**src/design/b64_pkg.sv**
```systemverilog
// shared types, constants and alphabet lookup for the base64 encoder
package b64_pkg;

    localparam int QUEUE_DEPTH = 4;
    localparam int SYMS_PER_JOB = 4;

    localparam logic [6:0] PAD_CHAR = 7'h3D;

    localparam logic [1:0] PHASE_0 = 2'd0;
    localparam logic [1:0] PHASE_1 = 2'd1;
    localparam logic [1:0] PHASE_2 = 2'd2;

    typedef struct packed {
        logic       pad;
        logic [5:0] idx;
    } sym_t;

    typedef struct packed {
        sym_t [SYMS_PER_JOB-1:0] syms;
        logic [1:0]              last_sel;
        logic                    fin;
    } job_t;

    typedef struct packed {
        logic full;
        logic empty;
    } q_status_t;

    function automatic logic [6:0] b64_char(input logic [5:0] idx);
        logic [6:0] c;
        if (idx < 6'd26) begin
            c = 7'h41 + {1'b0, idx};
        end else if (idx < 6'd52) begin
            c = 7'h61 + {1'b0, idx} - 7'd26;
        end else if (idx < 6'd62) begin
            c = 7'h30 + {1'b0, idx} - 7'd52;
        end else if (idx == 6'd62) begin
            c = 7'h2B;
        end else begin
            c = 7'h2F;
        end
        return c;
    endfunction

endpackage

```
**src/design/b64_front.sv**
```systemverilog
// input side: tracks group phase and leftover bits, turns each byte into a symbol job
module b64_front (
    input  logic          aclk,
    input  logic          aresetn,
    input  logic          in_valid,
    output logic          in_ready,
    input  logic [7:0]    in_byte,
    input  logic          in_fin,
    input  b64_pkg::q_status_t q_status,
    output logic          push,
    output b64_pkg::job_t push_job
);
    import b64_pkg::*;

    logic [1:0] phase_reg, phase_next;
    logic [3:0] left_reg, left_next;
    job_t       job;

    assign in_ready = !q_status.full;
    assign push     = in_valid && in_ready;
    assign push_job = job;

    always_comb begin
        job        = '0;
        phase_next = phase_reg;
        left_next  = left_reg;
        job.fin    = in_fin;
        case (phase_reg)
            PHASE_1: begin
                job.syms[0].idx = {left_reg[1:0], in_byte[7:4]};
                job.last_sel    = 2'd0;
                phase_next      = PHASE_2;
                left_next       = in_byte[3:0];
                if (in_fin) begin
                    job.syms[1].idx = {in_byte[3:0], 2'b00};
                    job.syms[2].pad = 1'b1;
                    job.last_sel    = 2'd2;
                end
            end
            PHASE_2: begin
                job.syms[0].idx = {left_reg, in_byte[7:6]};
                job.syms[1].idx = in_byte[5:0];
                job.last_sel    = 2'd1;
                phase_next      = PHASE_0;
                left_next       = 4'd0;
            end
            default: begin
                job.syms[0].idx = in_byte[7:2];
                job.last_sel    = 2'd0;
                phase_next      = PHASE_1;
                left_next       = {2'b00, in_byte[1:0]};
                if (in_fin) begin
                    job.syms[1].idx = {in_byte[1:0], 4'b0000};
                    job.syms[2].pad = 1'b1;
                    job.syms[3].pad = 1'b1;
                    job.last_sel    = 2'd3;
                end
            end
        endcase
        if (in_fin) begin
            phase_next = PHASE_0;
            left_next  = 4'd0;
        end
    end

    always_ff @(posedge aclk) begin
        if (!aresetn) begin
            phase_reg <= PHASE_0;
            left_reg  <= 4'd0;
        end else if (push) begin
            phase_reg <= phase_next;
            left_reg  <= left_next;
        end
    end

endmodule

```
**src/design/b64_queue.sv**
```systemverilog
// short job queue between the front and back parts
module b64_queue #(
    parameter int DEPTH = b64_pkg::QUEUE_DEPTH
) (
    input  logic               aclk,
    input  logic               aresetn,
    input  logic               push,
    input  b64_pkg::job_t      push_job,
    input  logic               pop,
    output b64_pkg::job_t      head_job,
    output b64_pkg::q_status_t status
);
    import b64_pkg::*;

    localparam int PTR_W = (DEPTH > 1) ? $clog2(DEPTH) : 1;
    localparam int CNT_W = $clog2(DEPTH + 1);

    job_t             mem [DEPTH];
    logic [PTR_W-1:0] wr_ptr_reg, wr_ptr_next;
    logic [PTR_W-1:0] rd_ptr_reg, rd_ptr_next;
    logic [CNT_W-1:0] cnt_reg, cnt_next;
    logic             do_push, do_pop;

    assign status.full  = (cnt_reg == CNT_W'(DEPTH));
    assign status.empty = (cnt_reg == '0);
    assign do_push      = push && !status.full;
    assign do_pop       = pop && !status.empty;
    assign head_job     = mem[rd_ptr_reg];

    always_comb begin
        wr_ptr_next = wr_ptr_reg;
        rd_ptr_next = rd_ptr_reg;
        cnt_next    = cnt_reg;
        if (do_push) begin
            wr_ptr_next = (wr_ptr_reg == PTR_W'(DEPTH - 1)) ? '0 : wr_ptr_reg + 1'b1;
        end
        if (do_pop) begin
            rd_ptr_next = (rd_ptr_reg == PTR_W'(DEPTH - 1)) ? '0 : rd_ptr_reg + 1'b1;
        end
        if (do_push && !do_pop) begin
            cnt_next = cnt_reg + 1'b1;
        end else if (do_pop && !do_push) begin
            cnt_next = cnt_reg - 1'b1;
        end
    end

    always_ff @(posedge aclk) begin
        if (do_push) begin
            mem[wr_ptr_reg] <= push_job;
        end
    end

    always_ff @(posedge aclk) begin
        if (!aresetn) begin
            wr_ptr_reg <= '0;
            rd_ptr_reg <= '0;
            cnt_reg    <= '0;
        end else begin
            wr_ptr_reg <= wr_ptr_next;
            rd_ptr_reg <= rd_ptr_next;
            cnt_reg    <= cnt_next;
        end
    end

endmodule

```
**src/design/b64_back.sv**
```systemverilog
// output side: walks the symbols of the head job, maps them to ascii, holds the output register
module b64_back (
    input  logic               aclk,
    input  logic               aresetn,
    input  b64_pkg::job_t      head_job,
    input  b64_pkg::q_status_t q_status,
    output logic               pop,
    output logic               out_valid,
    input  logic               out_ready,
    output logic [6:0]         out_char,
    output logic               out_fin
);
    import b64_pkg::*;

    logic [1:0] sel_reg, sel_next;
    logic       valid_reg, valid_next;
    logic [6:0] char_reg, char_next;
    logic       fin_reg, fin_next;
    logic       load, take, last_sym;
    sym_t       cur;

    assign load     = !valid_reg || out_ready;
    assign take     = load && !q_status.empty;
    assign cur      = head_job.syms[sel_reg];
    assign last_sym = (sel_reg == head_job.last_sel);
    assign pop      = take && last_sym;

    assign out_valid = valid_reg;
    assign out_char  = char_reg;
    assign out_fin   = fin_reg;

    always_comb begin
        sel_next   = sel_reg;
        valid_next = valid_reg;
        char_next  = char_reg;
        fin_next   = fin_reg;
        if (load) begin
            valid_next = take;
            if (take) begin
                char_next = cur.pad ? PAD_CHAR : b64_char(cur.idx);
                fin_next  = last_sym && head_job.fin;
                sel_next  = last_sym ? 2'd0 : sel_reg + 2'd1;
            end
        end
    end

    always_ff @(posedge aclk) begin
        if (!aresetn) begin
            sel_reg   <= 2'd0;
            valid_reg <= 1'b0;
        end else begin
            sel_reg   <= sel_next;
            valid_reg <= valid_next;
        end
    end

    always_ff @(posedge aclk) begin
        char_reg <= char_next;
        fin_reg  <= fin_next;
    end

endmodule

```
**src/design/base64_encoder.sv**
```systemverilog
// base64 encoder top level: front, job queue and output serializer
//
// Streaming base64 encoder, standard alphabet with '=' padding.
// Input channel s_axis: one raw byte per transfer in tdata, tlast on the
// last byte of a message. Output channel m_axis: one ascii character per
// transfer in tdata[6:0], tlast on the last character of the message.
// Each byte becomes a job of one to four symbols in the front part; the
// back part emits one character per cycle from the head of the job queue
// while the queue holds a job and the receiver is ready. On its way to
// m_axis a byte's first character passes the queue entry written when
// the byte is taken, then the output register. A steady stream gives
// four characters per three bytes; a single byte can be taken every
// cycle while the queue has room. The output port rate bounds the
// sustained throughput. Reset clears the group phase, the queue and the
// output valid flag; the next byte starts a new message. When the
// receiver stalls, the output register holds its character, the queue
// fills, and s_axis_tready drops once all queue entries are in use.
module base64_encoder #(
    parameter int QUEUE_DEPTH = b64_pkg::QUEUE_DEPTH
) (
    input  logic       aclk,
    input  logic       aresetn,
    input  logic       s_axis_tvalid,
    output logic       s_axis_tready,
    input  logic [7:0] s_axis_tdata,   // [7:0] data_byte
    input  logic       s_axis_tlast,
    output logic       m_axis_tvalid,
    input  logic       m_axis_tready,
    output logic [7:0] m_axis_tdata,   // [6:0] out_char, [7] zero
    output logic       m_axis_tlast
);
    import b64_pkg::*;

    job_t      push_job, head_job;
    q_status_t q_status;
    logic      push, pop;
    logic [6:0] out_char;

    b64_front u_front (
        .aclk     (aclk),
        .aresetn  (aresetn),
        .in_valid (s_axis_tvalid),
        .in_ready (s_axis_tready),
        .in_byte  (s_axis_tdata),
        .in_fin   (s_axis_tlast),
        .q_status (q_status),
        .push     (push),
        .push_job (push_job)
    );

    b64_queue #(
        .DEPTH (QUEUE_DEPTH)
    ) u_queue (
        .aclk     (aclk),
        .aresetn  (aresetn),
        .push     (push),
        .push_job (push_job),
        .pop      (pop),
        .head_job (head_job),
        .status   (q_status)
    );

    b64_back u_back (
        .aclk      (aclk),
        .aresetn   (aresetn),
        .head_job  (head_job),
        .q_status  (q_status),
        .pop       (pop),
        .out_valid (m_axis_tvalid),
        .out_ready (m_axis_tready),
        .out_char  (out_char),
        .out_fin   (m_axis_tlast)
    );

    assign m_axis_tdata = {1'b0, out_char};

`ifndef NO_ASSERTIONS
    a_queue_status: assert property (@(posedge aclk) disable iff (!aresetn)
        !(q_status.full && q_status.empty))
        else $error("queue reports full and empty together");

    a_no_push_when_full: assert property (@(posedge aclk) disable iff (!aresetn)
        push |-> !q_status.full)
        else $error("job pushed into a full queue");

    a_pop_needs_job: assert property (@(posedge aclk) disable iff (!aresetn)
        pop |-> !q_status.empty)
        else $error("job popped from an empty queue");

    a_load_on_take: assert property (@(posedge aclk) disable iff (!aresetn)
        (!q_status.empty && (!m_axis_tvalid || m_axis_tready)) |=> m_axis_tvalid)
        else $error("pending job not moved into the output register");
`endif

endmodule
```
**config.mk**
```make
export PLATFORM = sky130hd
export DESIGN_NAME = base64_encoder
export DESIGN_NICKNAME = d
export VERILOG_FILES = /design/src/design/b64_pkg.sv /design/src/design/b64_front.sv /design/src/design/b64_queue.sv /design/src/design/b64_back.sv /design/src/design/base64_encoder.sv
export SDC_FILE = /design/constraint.sdc
export NUM_CORES = 1
export LEC_CHECK = 0
export BUFFER_PORTS_ARGS = -buffer_cell sky130_fd_sc_hd__buf_2
export CAP_MARGIN = 20
export CORE_ASPECT_RATIO = 1.4
export CORE_MARGIN = 4
export CORE_UTILIZATION = 60
export DETAILED_ROUTE_END_ITERATION = 10
export PLACE_DENSITY_LB_ADDON = 0.15
export SLEW_MARGIN = 40
export SYNTH_ARGS = -nofsm -noshare
export SYNTH_HDL_FRONTEND = slang
export SYNTH_SLANG_ARGS = --single-unit
```
**constraint.sdc**
```tcl
create_clock -name aclk -period 3.25 [get_ports aclk]
set_clock_uncertainty 0.15 [all_clocks]
set_input_delay 0.1625 -clock aclk [delete_from_list [all_inputs] [get_ports aclk]]
set_output_delay 0.1625 -clock aclk [all_outputs]
set_load 0.05 [all_outputs]
```
==> reports/qor.csv <==
stage;metric;value;unit
power_and_ir_drop;static power due to leakage;0.001743;µW
synth;dominant cell by count in the synthesized netlist;sky130_fd_sc_hd__edfxtp_1;
sta;number of hold-slack violations in the final timing report;0;
finish;P&R area growth vs syn;10.24;%
setup_path;critical path capture point;u_queue.cnt_reg[2]$_SDFFE_PN0P_;
detailed_routing;average wire per standard cell;17.50;µm
sta;Total Negative Setup Slacks;0;ps
placement;routability congestion estimate;0.8159;
clocking;post-CTS sizing;0;
global_route;first-pass GRT wire length;13040;µm
global_route;number of antenna violations at the first check in global routing;0;
sta;fmax;349.6;MHz
clocking;clock latency reported for the late side of the worst-skew pair;360;ps
flow_run;max_cap viols;0;
detailed_routing;Pre-antenna DRT Iters;4;
synth;number of different library cells in the post-synthesis netlist;54;
synth;Synthesis Warnings;0;
finish;fraction of final layout cells sized beyond drive strength 1;19.55;%
setup_path;CP peak stage delay;590;ps
floorplanning;area of the die;0.008872;mm²
finish;filler instances;497;
setup_path;cell depth of the worst flop-to-flop path;9;
floorplanning;number of top-level design ports;24;
detailed_routing;wire length reported by the detailed router;7929;µm
setup_path;CP max FO;4;
setup_path;end of the worst register-to-register path;u_queue.cnt_reg[2]$_SDFFE_PN0P_;
setup_path;CP Data Arrival Time;2980;ps
sta;Rel. slew slack;50.62;%
finish;Post-Layout Cell Count;453;
finish;count of antenna diodes in the layout;0;
finish;max FFs per register;68;
synth;top_reg_cell synth;sky130_fd_sc_hd__edfxtp_1;
setup_path;kind of capture point of the worst setup path;flip-flop;
sta;final critical-path setup slack;389.3;ps
placement;count of port buffers added during placement;22;
outcome;result of the run;complete, no violations;
global_route;largest net degree at the start of global routing;23;
detailed_routing;DRC Markers;0;
power_and_ir_drop;worst vdd rail ir drop;0.0004996;V
placement;Placed Cells;432;
floorplanning;x dimension of the die;80.76;µm
clocking;CTS tree;done;
synth;Yosys reg bits;94;
synth;sequential fraction of the synthesis area;59.43;%
global_route;Congestion Overflow GR;0;
clocking;maximum level of the CTS H-tree;3;
synth;share of the synthesized area in the top cell type;51.32;%
power_and_ir_drop;Pwr Density;866.1;mW/mm²
power_and_ir_drop;Final Total Pwr;4246;µW
detailed_routing;Antenna Nets Post-Route;0;
floorplanning;Core Region;0.007072;mm²
setup_path;cell at the slowest stage of the critical path;sky130_fd_sc_hd__mux4_1;
setup_path;critical path start-end classification;reg -> reg;
clocking;clock tree sinks;94;
clocking;number of buffers added by the clock tree synthesis step;9;
finish;utilization of the core after routing;69.32;%
synth;post-synth top area cell;sky130_fd_sc_hd__edfxtp_1;
setup_path;cells along the critical path;mux4_1 > xnor2_1 > nand3_2 > ha_1 > inv_1 > fa_1 > xor2_1 > or3_1 > a21boi_0;
setup_path;required time of the critical path;3370;ps
sta;shortest clock period the worst path allows after layout;2861;ps
synth;Area contributors post-synth;sky130_fd_sc_hd__edfxtp_1 (51%), sky130_fd_sc_hd__dfxtp_1 (8.1%), sky130_fd_sc_hd__ha_1 (4.2%);
detailed_routing;DRT iter0 DRCs;104;
clocking;register clock-pin slew on the reported worst setup and hold paths;90;ps
synth;syn avg cell area;13.85;µm²
synth;synthesized instance count;321;
sta;period utilization;88.02;%
setup_path;CP startpoint kind;flip-flop;
detailed_routing;Via Count;2584;
sta;setup repair after global routing missed its margin;false;
synth;Synth Net Count;350;
sta;final-report max-slew violation count;0;
floorplanning;site row count;36;
clocking;Bufs on Longest Clock Path;2;
synth;count of flip-flops with a built-in enable after synthesis;76;
detailed_routing;Via-to-Cell Ratio;5.704;
finish;count of nets after finishing;382;
placement;half-perimeter wire length after placement;5749;µm
floorplanning;Initial Utilization;62.88;%
placement;setup slack after placement;388.6;ps
floorplanning;Die H;109.9;µm
synth;post-synthesis cell area;0.004447;mm²
worst_hold_path;path category of the worst min-delay check;in -> reg;
sta;number of setup violations in the final report;0;
global_route;vias in the first global route;2649;
global_route;GRT Total Usage;20.17;%
clocking;post-CTS repair timing setup buffer count;0;
synth;ys async rst share;0;%
setup_path;register-to-register setup slack;390;ps
clocking;# hold bufs at CTS;5;
finish;area of all sequential standard cells;0.002643;mm²
sta;Worst-Margin Slew;734.1;ps
synth;Synth top cells by count;sky130_fd_sc_hd__edfxtp_1 (76), sky130_fd_sc_hd__nand2_1 (30), sky130_fd_sc_hd__dfxtp_1 (18), sky130_fd_sc_hd__ha_1 (15), sky130_fd_sc_hd__inv_1 (15);
finish;area of the multi-input gates;0.001650;mm²
clocking;clock root cell;sky130_fd_sc_hd__clkbuf_8;
## critical path: cells and delay by family, from the launching register on
family,cells,cell delay (ps)
buf+inv,1,60
fa+ha+maj,2,570
compound gates,1,180
simple gates,2,450
mux,1,590
flops,1,440
xor+xnor,2,350
## stage by stage
| step | cell area (µm²) | hold slack, ps |
|---|---|---|
| finish | 4902 | 24.60 |
| global route | 4902 | 41.68 |
| CTS | 4901 | 19.97 |
| detailed placement | 4661 | 310.5 |
| global placement | 4657 | 300.7 |
| floorplan | 4447 | 111.4 |
## cell families after synthesis
group	after synthesis	share of synthesized area [%]
DFF	94	59.43
adders and majority gates	16	4.671
xor gates and xnor gates	8	1.576
and+or+nand+nor	78	8.976
AOI/OAI and AO/OA	65	10.52
muxes	28	11.17
buffers and inverters	31	3.573
other	1	0.08433
## final cells by class
cell class / instances / share of cell area, %
clock inverter: 6 / 1.276
clock buffer: 10 / 2.603
timing repair buffer: 36 / 4.900
tap: 95 / 2.425
sequential: 94 / 53.90
inverter: 16 / 1.225
multi-input combinational: 196 / 33.67
## power by group
part | internal (µW) | leakage, µW | switching [µW]
Combinational | 735 | 0.000788 | 1110
Clock | 354 | 0.000100 | 379
Sequential | 1570 | 0.000855 | 103
Total | 2650 | 0.00174 | 1590
## per-layer routing
layer  vias to the layer above  share of wire (%)  GRT usage (%)
met4                         0                1.2          6.884
met2                        43                 53          35.13
met5                         -                  0              0
li1                       1281                  -              -
met3                         8                3.0          3.689
met1                      1252                 43          25.25
## worst min-delay path by stage
stage	start	end	slack [ps]	cells past startpoint
after floorplan	s_axis_tlast	u_queue.mem[0][0]$_DFFE_PP_	110	0
after global placement	m_axis_tready	u_back.out_valid$_SDFFE_PN0N_	300	4
after detailed placement	u_front.left_reg[2]$_SDFFE_PN0P_	u_front.left_reg[2]$_SDFFE_PN0P_	310	2
after CTS	aresetn	u_queue.wr_ptr_reg[1]$_SDFFE_PN0P_	20	2
after global routing	aresetn	u_back.sel_reg[1]$_SDFFE_PN0P_	40	2
final	aresetn	u_queue.wr_ptr_reg[1]$_SDFFE_PN0P_	20	2
## cells in the final DEF, fill, tap and decap left out, types with 3 or more instances in the layout
master	n
sky130_fd_sc_hd__nor3_1	5
sky130_fd_sc_hd__buf_4	8
sky130_fd_sc_hd__mux4_1	7
sky130_fd_sc_hd__mux4_2	8
sky130_fd_sc_hd__and2_1	6
sky130_fd_sc_hd__a21oi_2	3
sky130_fd_sc_hd__clkinv_2	3
sky130_fd_sc_hd__clkbuf_8	9
sky130_fd_sc_hd__a21boi_0	11
sky130_fd_sc_hd__a22oi_1	7
sky130_fd_sc_hd__a32oi_1	4
sky130_fd_sc_hd__or3_1	4
sky130_fd_sc_hd__mux2i_1	11
sky130_fd_sc_hd__dfxtp_1	18
sky130_fd_sc_hd__nand2_1	30
sky130_fd_sc_hd__nor2_1	6
sky130_fd_sc_hd__inv_1	15
sky130_fd_sc_hd__and3_2	5
sky130_fd_sc_hd__dlygate4sd3_1	5
sky130_fd_sc_hd__o21ai_0	10
sky130_fd_sc_hd__nor2b_1	6
sky130_fd_sc_hd__buf_2	22
sky130_fd_sc_hd__a21oi_1	11
sky130_fd_sc_hd__nand3_1	9
sky130_fd_sc_hd__edfxtp_1	76
sky130_fd_sc_hd__ha_1	15
sky130_fd_sc_hd__a31oi_1	3
sky130_fd_sc_hd__xnor2_1	6
Note: power is estimated with default switching activity, not from simulation.
